===== config.mk =====
export PLATFORM = sky130hd
export DESIGN_NAME = gn2d_fade
export DESIGN_NICKNAME = d
export VERILOG_FILES = /design/src/rtl/core/gn2d_pkg.sv /design/src/rtl/core/gn2d_fade.sv
export SDC_FILE = /design/constraint.sdc
export NUM_CORES = 2
export LEC_CHECK = 0
export BUFFER_PORTS_ARGS = -buffer_cell sky130_fd_sc_hd__clkbuf_2
export CAP_MARGIN = 20
export CORE_ASPECT_RATIO = 1.25
export CORE_MARGIN = 2
export CORE_UTILIZATION = 50
export DETAILED_ROUTE_END_ITERATION = 16
export GPL_TIMING_DRIVEN = 0
export HOLD_SLACK_MARGIN = 0.08
export PLACE_DENSITY = 0.65
export SYNTH_ARGS = -nofsm -noshare
export SYNTH_HDL_FRONTEND = slang
export SYNTH_SLANG_ARGS = --single-unit

===== constraint.sdc =====
create_clock -name clk -period 7.7 [get_ports clk]
set_input_delay 1.54 -clock clk [delete_from_list [all_inputs] [get_ports clk]]
set_output_delay 1.54 -clock clk [all_outputs]
set_load 0.01 [all_outputs]

===== src/rtl/core/gn2d_pkg.sv =====
// ----------------------------------------------------------------------------
// gn2d_pkg: shared constants, types and helpers of the 2d gradient noise unit
// Field widths, command and status codes, register indexes and the fixed-point
// formats used by the dot, fade and blend datapath.
// ----------------------------------------------------------------------------
package gn2d_pkg;

  // defaults of the top level parameters
  localparam int MAX_GRID_DEFAULT   = 63;
  localparam int COORD_FRAC_DEFAULT = 10;

  // request / response field widths
  localparam int GRID_W     = 6;
  localparam int GRAD_W     = 16;
  localparam int COORD_W    = 16;
  localparam int NOISE_W    = 16;
  localparam int STATUS_W   = 2;
  localparam int CFG_IDX_W  = 1;

  // stored gradient component, Q1.14 in 15 bits
  localparam int COMP_W     = 15;

  // datapath formats
  localparam int T_W        = 16;            // fraction, Q0.16
  localparam int FADE_W     = 17;            // fade weight, Q0.16 plus headroom
  localparam int Q_W        = 21;            // fade polynomial inner term
  localparam int OFS_W      = 17;            // corner offset, signed Q1.16
  localparam int PROD_W     = 32;            // gradient times offset
  localparam int DOT_W      = 33;            // dot product, Q.30
  localparam int ROW_W      = DOT_W + 1;     // result of a blend along x
  localparam int OUT_W      = ROW_W + 1;     // result of the blend along y
  localparam int SPLIT_W    = 17;            // low slice of a blend difference
  localparam int ADDR_PW    = 2 * GRID_W + 1;

  localparam int FADE_ONE   = 1 << T_W;
  localparam int ROUND_HALF = 1 << (T_W - 1);
  localparam int NOISE_MAX  = (1 << (NOISE_W - 1)) - 1;
  localparam int NOISE_MIN  = -(1 << (NOISE_W - 1));
  localparam int GRID_TOP   = (1 << GRID_W) - 1;

  // output queue and fixed pipeline timing
  localparam int FIFO_DEPTH = 16;
  localparam int FIFO_AW    = 4;
  localparam int TAG_LAT    = 11;            // last table access to queue push
  localparam int FY_DLY     = 4;             // y weight delay up to the y blend

  // command codes
  localparam logic CMD_WRITE = 1'b0;
  localparam logic CMD_QUERY = 1'b1;

  typedef logic [STATUS_W-1:0] status_t;

  // response status codes
  localparam status_t ST_NOISE    = 2'd0;
  localparam status_t ST_WR_DONE  = 2'd1;
  localparam status_t ST_WR_RANGE = 2'd2;

  // register indexes
  localparam logic [CFG_IDX_W-1:0] REG_GRID_WIDTH  = 1'd0;
  localparam logic [CFG_IDX_W-1:0] REG_GRID_HEIGHT = 1'd1;

  // corner order: (x0,y0) (x1,y0) (x0,y1) (x1,y1)
  localparam logic [1:0] CORNER_LAST = 2'd3;

  typedef struct packed {
    logic signed [COMP_W-1:0] gx;
    logic signed [COMP_W-1:0] gy;
  } grad_t;

  // clip a Q2.14 request component into the stored 15 bit range
  function automatic logic signed [COMP_W-1:0] sat_comp(input logic signed [GRAD_W-1:0] v);
    logic signed [COMP_W-1:0] r;
    begin
      if (v[GRAD_W-1] == v[GRAD_W-2]) begin
        r = v[COMP_W-1:0];
      end else if (v[GRAD_W-1] == 1'b0) begin
        r = {1'b0, {(COMP_W-1){1'b1}}};
      end else begin
        r = {1'b1, {(COMP_W-1){1'b0}}};
      end
      return r;
    end
  endfunction

endpackage


===== src/rtl/core/gn2d_fade.sv =====
// ----------------------------------------------------------------------------
// gn2d_fade: quintic fade weight 6t^5 - 15t^4 + 10t^3
// Three register stages; a fraction presented in one cycle gives its weight
// at the output of the third stage. Runs every cycle, no stall.
// ----------------------------------------------------------------------------
module gn2d_fade import gn2d_pkg::*; (
  input  logic              clk,
  input  logic [T_W-1:0]    t,
  output logic [FADE_W-1:0] f
);

  logic [T_W-1:0]       t1;
  logic [T_W-1:0]       t2;
  logic [T_W-1:0]       t3;
  logic [Q_W-1:0]       q;
  logic [2*T_W-1:0]     sq;
  logic [2*T_W-1:0]     cu;
  logic [Q_W-1:0]       q_next;
  logic [T_W+Q_W-1:0]   fp;

  // products of each stage
  always_comb begin
    sq     = (2*T_W)'(t) * (2*T_W)'(t);
    cu     = (2*T_W)'(t2) * (2*T_W)'(t1);
    q_next = Q_W'(t2) * Q_W'(6) + Q_W'(10 * FADE_ONE) - Q_W'(t1) * Q_W'(15);
    fp     = (T_W+Q_W)'(t3) * (T_W+Q_W)'(q);
  end

  // t^2, then t^3 with the inner term, then the weight
  always_ff @(posedge clk) begin
    t1 <= t;
    t2 <= sq[2*T_W-1:T_W];
    t3 <= cu[2*T_W-1:T_W];
    q  <= q_next;
    f  <= fp[T_W+FADE_W-1:T_W];
  end

endmodule


## After elaboration in Yosys (flattened, before gate mapping)

Cells that the tools add are included.

| word-level totals | value |
|---|---|
| input bits | 17 |
| word-level logic and storage cells | 12 |
| output and inout bits | 17 |
| register bits after elaboration | 86 |

| operators by class | value |
|---|---|
| add/subtract/negate cells | 2 |
| $mul | 5 |

Operators by type and width:

| cell | number |
|---|---|
| multiplier 16 x 16 -> 32 bit | 2 |
| multiplier 16 x 21 -> 33 bit | 1 |
| adder 19 x 20 -> 21 bit, second input constant | 1 |
| subtractor 21 x 20 -> 21 bit | 1 |
| multiplier 16 x 4 -> 20 bit, second input constant | 1 |
| multiplier 16 x 2 -> 18 bit, second input constant | 1 |

## Logic depth before layout (Yosys ltp)

| depth | value |
|---|---|
| depth in word-level cells | 3 |
| depth in mapped cells | 25 |
| depth with buffers taken out | 24 |

## Worst setup path after synthesis

Ideal clock, no wire load.

| timing path | value |
|---|---|
| path kind | input port to flip-flop |
| from | input t[3] |
| to | register t2[15] |
| stages on the path | 21 |
| arrival time | 6873 ps |
| required time | 7628 ps |
| setup time | 72 ps |
| path slack | 755 ps |
| path buffers | 1 |
| cells stage by stage | clkbuf_1 nand2_1 fa_1 fa_1 inv_1 fa_1 fa_1 fa_1 inv_1 fa_1 inv_1 ha_1 a211oi_1 o21ai_1 a21o_1 a21oi_2 a31oi_2 a32oi_2 o21ai_1 o41ai_2 xnor2_1 |

| on the way | value |
|---|---|
| longest elaborated chain between the ends | 1 |

RTL lines:

| item | line | text |
|---|---|---|
| start: declaration | gn2d_fade.sv:8 | `input logic [T_W-1:0] t,` |
| multiplier 16 x 16 -> 32 bit | gn2d_fade.sv:23 | `sq = (2*T_W)'(t) * (2*T_W)'(t);` |
| via sq[31] | gn2d_fade.sv:16 | `logic [2*T_W-1:0] sq;` |
| end signal: assignment | gn2d_fade.sv:32 | `t2 <= sq[2*T_W-1:T_W];` |
| end: declaration | gn2d_fade.sv:13 | `logic [T_W-1:0] t2;` |

The timed path passes the listed nets, and every way through them passes these cells.

## Worst setup path after layout

| timing path | value |
|---|---|
| from | input t[6] |
| to | register t2[15] |

The elaborated chain is that of the path after synthesis.

==> impl_metrics.yaml <==
clocking:
  cts-buffers-inserted: 9
  post-cts-setup-buffer-count: 0
  cts_sinks: 86
  clk_pin_slew_ns: 0.07
  clk_path_buf_depth: 2
  h-tree-depth: 3
  cts_root_buffer: "clkbuf_16"
  cts_tree: "built"
  insertion_delay_ns: 0.39
worst_setup_path:
  r2r_end: "t3[15]$_DFF_P_"
  rrSetupSlack_ns: 0.70
  criticalPathCategory: "in2reg"
  startpoint: "t[6]"
  start_kind: "primary input"
  r2r_cells: 20
  cp-endpoint: "t2[15]$_DFF_P_"
  r2r-start: "t1[2]$_DFF_P_"
  cp_max_fo: 10
  required_ns: 8.01
  endpoint_kind: "register"
  cp_data_arrival_time_ns: 7.70
sta:
  max_slew.worst_pin.slew_ns: 0.821
  finalSetupViolCount: 0
  fin_hold_ws_ns: 0.539
  final_max_slew_viol_count: 0
  finClkSkew_ns: 0.0262
  slew_headroom_pct: 45.2
  fin_crit_ns: 7.39
  max_freq_mhz: 135
  rsz0062_at_grt: "no"
  final.period_utilization_pct: 96.0
  hold_viol: 0
global_route:
  grt_pass1_wl_mm: 120
  grt_pass1_vias: 23600
  met1_usage_pct: 30.0
  met2_usage_pct: 47.2
  grt_overflow: 0
  gr-usage-met3_pct: 2.78
  grtUsageTotal_pct: 25.9
  busiest_layer: "met2"
  antenna_found_initial: 0
  grt_max_degree: 19
detailed_routing:
  wl_mm: 72.9
  wl_per_cell_um: 18.5
  num_vias: 20800
  drt-initial-drc-count: 951
  drt-pass1-iter-count: 6
  route.detailed.drc: 0
  viasPerCell: 5.27
  ant_nets: 0
cells_and_area:
  design_area_sq_um: 30500
  n_antenna_cell: 0
  fin_cells: 3943
  drive_gt1_share_pct: 2.72
  utilization_pct: 53.1
  nets: 4211
  nFillCells: 5279
  areaGrowthSynthToFinish_pct: 4.76
floorplanning:
  die_area_sq_um: 60200
  initial_core_util_pct: 50.7
  io_pins: 34
  num_rows: 98
  core_area_sq_um: 57400
  die_w_um: 220
  die-height_um: 274
placement:
  dp.final_hpwl_mm: 62.6
  dpl_cell_area_sq_um: 30200
  port_buffers: 33
  routabilityCongestion: 0.950
  place_inst: 3935
logic_synthesis:
  async_reset_ff_share_pct: 0
  syn_avg_cell_area_sq_um: 9.23
  synth_nets: 4175
  yosysWarnings: 0
  netlist_area_sq_um: 29100
  synth-seq-cells: 86
  synth-seq-area-share_pct: 5.91
  synth_ff_type: "dfxtp_1"
  synth_edf_count: 0
  synthCells: 3152
  ys_types: 62
job:
  cap_violations: 0
worst_hold_path:
  hp-class: "reg2reg"
outcome:
  run_status: "finished clean"
==> flip-flops by register name, summed over array words and instances, names as in the netlist <==
signal / count
f: 17
q: 21
t3: 16
t2: 16
t1: 16
==> final cells by class <==
class                   instances  area [sq um]  area share [%]
multi-input cells            2169         24000            78.8
inverters                     796          2990            9.80
flip-flops and latches         86          1720            5.65
well taps                     750           938            3.08
plain buffers                  93           357            1.17
clock buffers                  10           239           0.784
repair buffers                 33           165           0.542
clock inverters                 6          68.8           0.226
==> critical path: stages <==
cell	delay [ns]
clkbuf_2	0.28
clkbuf_1	0.45
nand2_1	0.13
fa_1	0.52
inv_1	0.08
fa_1	0.50
ha_1	0.22
fa_1	0.51
inv_1	0.06
fa_1	0.54
inv_1	0.06
fa_1	0.43
ha_1	0.22
a211o_1	0.27
o21ai_0	0.46
a211o_1	0.26
a31oi_2	0.19
a32oi_2	0.39
o21ai_1	0.17
o41ai_2	0.25
xnor2_1	0.15
==> metrics by stage <==
stage | setup WS [ns] | setup TNS [ns]
after detailed placement | -0.450 | -2.78
after global routing | 0.00396 | 0
after CTS | 0.101 | 0
after global placement | -0.350 | -1.57
final | 0.305 | 0
after floorplan | 0.755 | 0
==> cell families (layout without fill, tap and decap cells) <==
logic type               Yosys count  after routing  synth area share [%]
AO/OA/AOI/OAI                    198            198                  4.87
XOR/XNOR                          92             92                  2.77
adder cells (fa/ha/maj)         1006           1006                  60.3
buffers and inverters            897            938                  11.6
flip-flops                        86             86                  5.91
multiplexers                       1              1                0.0387
AND/OR/NAND/NOR                  872            872                  14.6
==> layout by cell type, fill, tap and decap left out, drive strengths merged, types with 4 or more instances in the layout <==
cell type,netlist,layout
o21bai,10,10
or2,6,6
fa,660,660
o21ai,41,41
nor2b,10,10
and3,9,9
xnor2,62,62
o211ai,6,6
ha,346,346
nand2,403,403
nand2b,11,11
a21boi,6,6
clkbuf,99,134
a211oi,7,7
dfxtp,86,86
a21oi,55,55
nand4,11,11
o211a,4,4
nand3,17,17
nor2,72,72
inv,796,798
a211o,4,4
a21o,29,29
and2,315,315
o21a,13,13
xor2,30,30
nor3,13,13
==> metal layers <==
| metal | vias to the layer above | routed length, um |
|---|---|---|
| met4 | 0 | 3930 |
| met2 | 644 | 38000 |
| met1 | 10600 | 27500 |
| met5 | - | 0 |
| li1 | 9352 | - |
| met3 | 224 | 3460 |
==> synthesized netlist by cell type (30+ instances only) <==
cell | number | area [sq um]
xor2_1 | 30 | 263
xnor2_1 | 62 | 543
ha_1 | 346 | 4330
nor2_1 | 72 | 270
inv_1 | 796 | 2990
nand2_1 | 402 | 1510
fa_1 | 660 | 13200
clkbuf_1 | 99 | 372
o21ai_0 | 31 | 155
a21oi_1 | 51 | 255
dfxtp_1 | 86 | 1720
and2_1 | 315 | 1970
==> how the worst min path moves through the flow <==
stage             startpoint           end  slack [ns]  depth (start not counted)
2_1_floorplan  t1[0]$_DFF_P_  q[0]$_DFF_P_        0.39                          0
3_3_place_gp   t1[0]$_DFF_P_  q[0]$_DFF_P_        0.53                          0
3_5_place_dp   t1[0]$_DFF_P_  q[0]$_DFF_P_        0.52                          0
4_1_cts        t1[0]$_DFF_P_  q[0]$_DFF_P_        0.55                          0
5_1_grt        t1[0]$_DFF_P_  q[0]$_DFF_P_        0.56                          0
6_report       t1[0]$_DFF_P_  q[0]$_DFF_P_        0.54                          0
==> timing repair <==
| action | 4_1_cts | 5_1_grt |
|---|---|---|
| hold buffers | 0 | 0 |
| resized for setup | 0 | 8 |
| setup endpoints to repair | 1 | 4 |
Power is not shown: default switching activity piles up to over one toggle a cycle in this logic, so the estimate is an artifact.
