File: src/rtl/core/gn2d_pkg.sv
// ----------------------------------------------------------------------------
// gn2d_pkg: shared constants, types and helpers of the 2d gradient noise unit
// Field widths, command and status codes, register indexes and the fixed-point
// formats used by the dot, fade and blend datapath.
// ----------------------------------------------------------------------------
package gn2d_pkg;

  // defaults of the top level parameters
  localparam int MAX_GRID_DEFAULT   = 63;
  localparam int COORD_FRAC_DEFAULT = 10;

  // request / response field widths
  localparam int GRID_W     = 6;
  localparam int GRAD_W     = 16;
  localparam int COORD_W    = 16;
  localparam int NOISE_W    = 16;
  localparam int STATUS_W   = 2;
  localparam int CFG_IDX_W  = 1;

  // stored gradient component, Q1.14 in 15 bits
  localparam int COMP_W     = 15;

  // datapath formats
  localparam int T_W        = 16;            // fraction, Q0.16
  localparam int FADE_W     = 17;            // fade weight, Q0.16 plus headroom
  localparam int Q_W        = 21;            // fade polynomial inner term
  localparam int OFS_W      = 17;            // corner offset, signed Q1.16
  localparam int PROD_W     = 32;            // gradient times offset
  localparam int DOT_W      = 33;            // dot product, Q.30
  localparam int ROW_W      = DOT_W + 1;     // result of a blend along x
  localparam int OUT_W      = ROW_W + 1;     // result of the blend along y
  localparam int SPLIT_W    = 17;            // low slice of a blend difference
  localparam int ADDR_PW    = 2 * GRID_W + 1;

  localparam int FADE_ONE   = 1 << T_W;
  localparam int ROUND_HALF = 1 << (T_W - 1);
  localparam int NOISE_MAX  = (1 << (NOISE_W - 1)) - 1;
  localparam int NOISE_MIN  = -(1 << (NOISE_W - 1));
  localparam int GRID_TOP   = (1 << GRID_W) - 1;

  // output queue and fixed pipeline timing
  localparam int FIFO_DEPTH = 16;
  localparam int FIFO_AW    = 4;
  localparam int TAG_LAT    = 11;            // last table access to queue push
  localparam int FY_DLY     = 4;             // y weight delay up to the y blend

  // command codes
  localparam logic CMD_WRITE = 1'b0;
  localparam logic CMD_QUERY = 1'b1;

  typedef logic [STATUS_W-1:0] status_t;

  // response status codes
  localparam status_t ST_NOISE    = 2'd0;
  localparam status_t ST_WR_DONE  = 2'd1;
  localparam status_t ST_WR_RANGE = 2'd2;

  // register indexes
  localparam logic [CFG_IDX_W-1:0] REG_GRID_WIDTH  = 1'd0;
  localparam logic [CFG_IDX_W-1:0] REG_GRID_HEIGHT = 1'd1;

  // corner order: (x0,y0) (x1,y0) (x0,y1) (x1,y1)
  localparam logic [1:0] CORNER_LAST = 2'd3;

  typedef struct packed {
    logic signed [COMP_W-1:0] gx;
    logic signed [COMP_W-1:0] gy;
  } grad_t;

  // clip a Q2.14 request component into the stored 15 bit range
  function automatic logic signed [COMP_W-1:0] sat_comp(input logic signed [GRAD_W-1:0] v);
    logic signed [COMP_W-1:0] r;
    begin
      if (v[GRAD_W-1] == v[GRAD_W-2]) begin
        r = v[COMP_W-1:0];
      end else if (v[GRAD_W-1] == 1'b0) begin
        r = {1'b0, {(COMP_W-1){1'b1}}};
      end else begin
        r = {1'b1, {(COMP_W-1){1'b0}}};
      end
      return r;
    end
  endfunction

endpackage

File: src/rtl/core/gn2d_blend.sv
// ----------------------------------------------------------------------------
// gn2d_blend: weighted blend y = a + floor((b - a) * f / 2^16)
// Four register stages: difference, split partial products, recombine and
// shift, add. The wide product is cut in two narrow multiplies.
// ----------------------------------------------------------------------------
module gn2d_blend import gn2d_pkg::*; #(
  parameter int W = DOT_W
) (
  input  logic                clk,
  input  logic signed [W-1:0] a,
  input  logic signed [W-1:0] b,
  input  logic [FADE_W-1:0]   f,
  output logic signed [W:0]   y
);

  localparam int HI_W  = W + 1 - SPLIT_W;
  localparam int PH_W  = HI_W + FADE_W + 1;
  localparam int PL_W  = SPLIT_W + FADE_W;
  localparam int CB_W  = PH_W + SPLIT_W;
  localparam int SH_W  = CB_W - T_W;

  logic signed [W:0]      diff;
  logic signed [HI_W-1:0] d_hi;
  logic [SPLIT_W-1:0]     d_lo;
  logic [FADE_W-1:0]      f1;
  logic signed [W-1:0]    a1;
  logic signed [W-1:0]    a2;
  logic signed [W-1:0]    a3;
  logic signed [PH_W-1:0] ph;
  logic [PL_W-1:0]        pl;
  logic signed [CB_W-1:0] comb;
  logic signed [SH_W-1:0] sh;
  logic signed [SH_W-1:0] sum;

  always_comb begin
    diff = (W+1)'(b) - (W+1)'(a);
    comb = (CB_W'(ph) <<< SPLIT_W) + CB_W'(signed'({1'b0, pl}));
    sum  = SH_W'(a3) + sh;
  end

  // difference split into a signed high and an unsigned low slice
  always_ff @(posedge clk) begin
    d_hi <= diff[W:SPLIT_W];
    d_lo <= diff[SPLIT_W-1:0];
    f1   <= f;
    a1   <= a;
  end

  // partial products
  always_ff @(posedge clk) begin
    ph <= PH_W'(d_hi) * PH_W'(signed'({1'b0, f1}));
    pl <= PL_W'(d_lo) * PL_W'(f1);
    a2 <= a1;
  end

  // recombine, floor division by 2^16
  always_ff @(posedge clk) begin
    sh <= comb[CB_W-1:T_W];
    a3 <= a2;
  end

  // final add
  always_ff @(posedge clk) begin
    y <= sum[W:0];
  end

endmodule

File: config.mk
export PLATFORM = sky130hd
export DESIGN_NAME = gn2d_blend
export DESIGN_NICKNAME = d
export VERILOG_FILES = /design/src/rtl/core/gn2d_pkg.sv /design/src/rtl/core/gn2d_blend.sv
export SDC_FILE = /design/constraint.sdc
export NUM_CORES = 2
export LEC_CHECK = 0
export ABC_AREA = 0
export BUFFER_PORTS_ARGS = -buffer_cell sky130_fd_sc_hd__buf_2
export CAP_MARGIN = 0
export CORE_ASPECT_RATIO = 1.75
export CORE_UTILIZATION = 45
export DETAILED_ROUTE_END_ITERATION = 12
export GPL_TIMING_DRIVEN = 0
export SYNTH_ARGS = -nofsm -noshare
export SYNTH_HDL_FRONTEND = slang
export SYNTH_SLANG_ARGS = --single-unit
File: constraint.sdc
create_clock -name clk -period 5.9 [get_ports clk]
set_input_delay 0 -clock clk [delete_from_list [all_inputs] [get_ports clk]]
set_output_delay 0 -clock clk [all_outputs]
set_load 0.02 [all_outputs]
## After elaboration in Yosys (flattened, before gate mapping)

Index checks and enable logic that the tools add are counted.
Widths: inputs -> output; s select.

- Flip-flop bits (word level): 285
- Bits in latches: 0
- Memory bits (writable): 0
- ROM bits: 0
- Output and inout port bits: 34
- Memories kept: 0

- Add/subtract/negate cells: 3
- Multiply operators: 2
- Div/mod/pow operators: 0
- Order comparisons: 0
- Equal/unequal tests: 0
- Shift-type cells: 0
- Multiplexer cells: 0
- Bitwise logic cells: 0
- Reduce and logical (&&, ||, !) cells: 0

Operators with widths:

| kind | number |
|---|---|
| $add 50x35->50 | 1 |
| $add 33x34->34 | 1 |
| $mul 17x17->34 | 1 |
| $sub 33x33->34 | 1 |
| $mul 17x18->33 | 1 |

## Depth between registers and ports, before layout

- Depth after elaboration: 1
- Gate-level depth with buffers: 24
- Depth with buffers taken out: 22

## Worst setup path before layout

No wires, ideal clock.

- Kind: register to register
- Start point: reg d_lo[14]
- End point: reg pl[32]
- Library setup time: 133 ps
- Arrival time: 5708 ps
- Data required time: 5767 ps
- Path slack: 59 ps
- Cell stages (with the launch flop): 21
- Buffers on the path: 2
- Period minus slack after synthesis: 5841 ps
- Path through: dfxtp_1 clkbuf_1 clkbuf_1 nand2_1 fa_1 fa_1 fa_1 inv_1 fa_1 fa_1 inv_1 fa_1 inv_1 ha_1 and3_1 nand2_1 o31ai_1 a31oi_1 o21bai_1 mux2i_1 o2111ai_1

- Cells in the longest elaborated chain, start to end: 1

Ends and longest elaborated chain:

| item | line | source |
|---|---|---|
| from (decl) | gn2d_blend.sv:24 | `logic [SPLIT_W-1:0] d_lo;` |
| from (signal assigned) | gn2d_blend.sv:44 | `d_lo <= diff[SPLIT_W-1:0];` |
| $mul 17x17->34 | gn2d_blend.sv:52 | `pl <= PL_W'(d_lo) * PL_W'(f1);` |
| to (signal assigned) | gn2d_blend.sv:52 |  |
| to (decl) | gn2d_blend.sv:30 | `logic [PL_W-1:0] pl;` |

Every way passes these cells.

## Worst setup path in the final report

- Start point: reg f1[7]
- End point: reg pl[27]

- Cells in the longest elaborated chain, start to end: 1

Ends and longest elaborated chain:

| item | line | source |
|---|---|---|
| from (decl) | gn2d_blend.sv:25 | `logic [FADE_W-1:0] f1;` |
| from (signal assigned) | gn2d_blend.sv:45 | `f1 <= f;` |
| $mul 17x17->34 | gn2d_blend.sv:52 |  |

Every way passes these cells.

==> impl_metrics.toml <==
[layout]
fin_cells = 4255
nNetsFinal = 4265
area_growth_pct = 19.8
final_util = 0.546
fill_cells = 5778
multi_input_area_mm2 = 0.0215
design_area_mm2 = 0.0347
seqCellArea_mm2 = 0.00553
drive_above_1_share = 0.146

[synthesis]
syn_area_per_cell_um2 = 9.28
synth_nets = 3959
netlist_instances = 3120
yosysSeqAreaShare = 0.186
synth_cell_type_count = 74
syn_area_mm2 = 0.0290
synthArstFlopShare = 0
synth_warnings = 0
synth-main-ff-cell = "dfxtp_1"
ys_ff_latch = 269
synth_edf_count = 0

[floorplan]
pin_count = 118
coreArea_mm2 = 0.0635
die_width_um = 194
die-area_mm2 = 0.0654
row_count = 122
initial_core_util = 0.456
die_h_um = 338

[sta]
hold_ws_ns = 0.0395
post-route-min-period_ns = 6.04
period_share = 1.02
slew_headroom = 0.284
fin_skew_ns = 0.0269
report.final.slew_viol_count = 0
setup_slack_ns = -0.137
worst_pin_slew_ns = 1.06
timing.fmax_mhz = 166
setup_violations = 10
rsz0062_at_grt = "true"
hold_viol_final = 0

[critical_path]
crit_top_cell = "fa_1"
cp_data_arrival_time_ns = 6.52
crit_path_top_delay_cell = "fa_1"
cp-end-kind = "flip-flop"
r2r-end = "pl[27]"
rrSetupSlack_ns = -0.14
cp-start-kind = "flip-flop"
rr_worst_depth = 23
crit_path_max_fanout = 7
r2r_start = "f1[7]"
critPathMaxStageDelay_ns = 0.56
required_ns = 6.38
path_cells = "clkbuf_16, nand2_4, fa_1, inv_1, fa_1, fa_1, fa_1, fa_1, inv_2, fa_1, inv_2, ha_4, a21oi_4, nand4_1, o22ai_2, buf_4, o31ai_4, buf_6, buf_4, a31oi_4, nor2b_1, nor2_1, xnor2_2"
critical_path_class = "flip-flop to flip-flop"

[clock_network]
path_clk_slew_ns = 0.08
cts_root_buf = "clkbuf_16"
clk_latency_ns = 0.59
cts_tree = "yes"
cts_max_level = 1
cts_buffer_depth = 3
cts_sinks = 269
cts_buffers = 27

[route]
vias_per_cell = 5.30
vias = 22600
antenna_left = 0
postRouteWirelength_um = 91900
wire_per_inst_um = 21.6
drcViolationCount = 0
firstDrtPassIters = 6
drt_iter0_markers = 1005

[min_path]
hold_class = "primary input to flip-flop"
min_delay_worst_endpoint = "f1[8]"
min-delay-start = "f[8]"
hold_depth = 2

[grt]
grt_pass1_wl_um = 140000
overflow = 0
antenna_found_initial = 2
track_usage = 0.286
grt_pass1_vias = 24500
grt_start_max_net_pins = 18

[run_status]
violations = "negative setup slack"
status = "finished, violations left"

[placement]
dp_hpwl_um = 73900
numPortBuffers = 117
postPlaceCellArea_mm2 = 0.0306
dp.cells = 4043
gp_congestion = 0.949

[flow_run]
cap_violations = 0
stage by stage:
step / setup TNS [ns] / worst slack [ns]
after floorplan: 0 / 0.0590
after global placement: -37.68 / -1.93
after detailed placement: -39.38 / -1.88
after CTS: -0.571 / -0.102
after global routing: -2.52 / -0.259
final: -0.532 / -0.137
what timing repair did:
action,in CTS,in global routing
gates cloned,1,0
hold buffers,90,0
endpoints found under the setup margin,37,28
pin swaps,34,60
buffers inserted,49,29
endpoints found under the hold margin,83,0
resized for setup,356,112
area by class of cell:
cell class / count / area share
multi-input combinational: 2138 / 0.620
sequential: 269 / 0.159
inverter: 602 / 0.0653
timing repair buffer: 285 / 0.0630
buffer: 103 / 0.0353
tap: 806 / 0.0291
clock buffer: 35 / 0.0224
clock inverter: 15 / 0.00541
antenna: 2 / 0.000144
metal layers:
| layer | vias up | global-route usage | part of all wire |
|---|---|---|---|
| li1 | 10300 | - | - |
| met1 | 11300 | 0.297 | 0.36 |
| met2 | 666 | 0.562 | 0.54 |
| met3 | 239 | 0.0245 | 0.040 |
| met4 | 0 | 0.160 | 0.062 |
| met5 | - | 0 | 0 |
cells in the mapped netlist (all sizes together), types with 3 or more instances:
| cell | number | area [um2] |
|---|---|---|
| or2 | 5 | 31.3 |
| buf | 6 | 28.8 |
| fa | 449 | 8990 |
| and4 | 4 | 36.3 |
| o22ai | 3 | 18.8 |
| nand3 | 24 | 120 |
| o21ai | 66 | 334 |
| xor2 | 46 | 403 |
| o211ai | 12 | 100 |
| and2 | 270 | 1690 |
| o2111ai | 3 | 32.5 |
| nand2b | 19 | 119 |
| inv | 602 | 2260 |
| nor3 | 18 | 95.1 |
| and3 | 21 | 131 |
| xnor2 | 88 | 771 |
| nor2b | 18 | 113 |
| nor4 | 3 | 18.8 |
| a21o | 79 | 596 |
| a2111oi | 7 | 67.6 |
| nand4 | 25 | 156 |
| o21bai | 17 | 128 |
| o211a | 3 | 30.0 |
| nor3b | 6 | 45.0 |
| a211oi | 11 | 87.6 |
| a31oi | 20 | 125 |
| a21oi | 111 | 567 |
| dfxtp | 269 | 5390 |
| a21boi | 3 | 22.5 |
| nand2 | 352 | 1320 |
| a211o | 5 | 43.8 |
| o31a | 6 | 52.6 |
| nor2 | 74 | 278 |
| clkbuf | 105 | 394 |
| or3 | 5 | 36.3 |
| o21a | 19 | 143 |
| ha | 306 | 3830 |
| o31ai | 9 | 67.6 |
worst max path at each step:
stage                     startpoint      to  cells after the start
final                          f1[7]  pl[27]                     23
after global routing           f1[5]  pl[27]                     25
after CTS                      f1[7]  pl[32]                     19
after detailed placement      f1[10]  pl[32]                     19
after global placement        f1[10]  pl[32]                     19
after floorplan             d_lo[14]  pl[32]                     20
worst max-delay path, delay by kind of cell (launching register included):
family          cells  cell delay [ns]
xor+xnor            1             0.16
simple gates        4             0.43
buf+inv             7             0.80
flops               1             0.45
fa+ha+maj           7             3.43
compound gates      4             0.64
layout by cell type (no fill, tap or decap), types with 12 or more instances in the layout:
cell,n
ha_1,293
a21oi_1,95
dfxtp_1,222
nor3_1,14
o21a_1,19
buf_4,70
nand3_1,21
fa_2,13
and3_1,21
a21oi_2,13
nor2b_1,18
xor2_1,46
xnor2_1,82
clkbuf_16,45
dlygate4sd3_1,90
clkbuf_4,16
inv_2,12
nand4_1,25
and2_1,267
o21bai_1,14
fa_1,436
nand2b_1,19
dfxtp_2,12
nand2_1,347
nor2_1,69
dfxtp_4,35
buf_2,120
clkbuf_8,32
clkbuf_1,19
a31oi_1,15
a21o_1,77
inv_1,589
o21ai_0,53
flip-flops by register name, summed over array words and instances, names as in the netlist, 18 cells and up:
name and count:
a1 33, a2 33, a3 33, ph 33
pl 18, sh 34, y 34
cells by family (layout without fill, tap and decap cells):
group           count (synthesis)  count (layout)  synth area share
fa+ha+maj                     755             755             0.443
other cells                     0               2                 0
xor+xnor                      134             134            0.0405
buf+inv                       713            1040            0.0926
mux                             2               2          0.000691
flops                         269             269             0.186
compound gates                395             395            0.0906
simple gates                  852             852             0.147
Power is not shown: default switching activity piles up to over one toggle a cycle in this logic, so the estimate is an artifact.
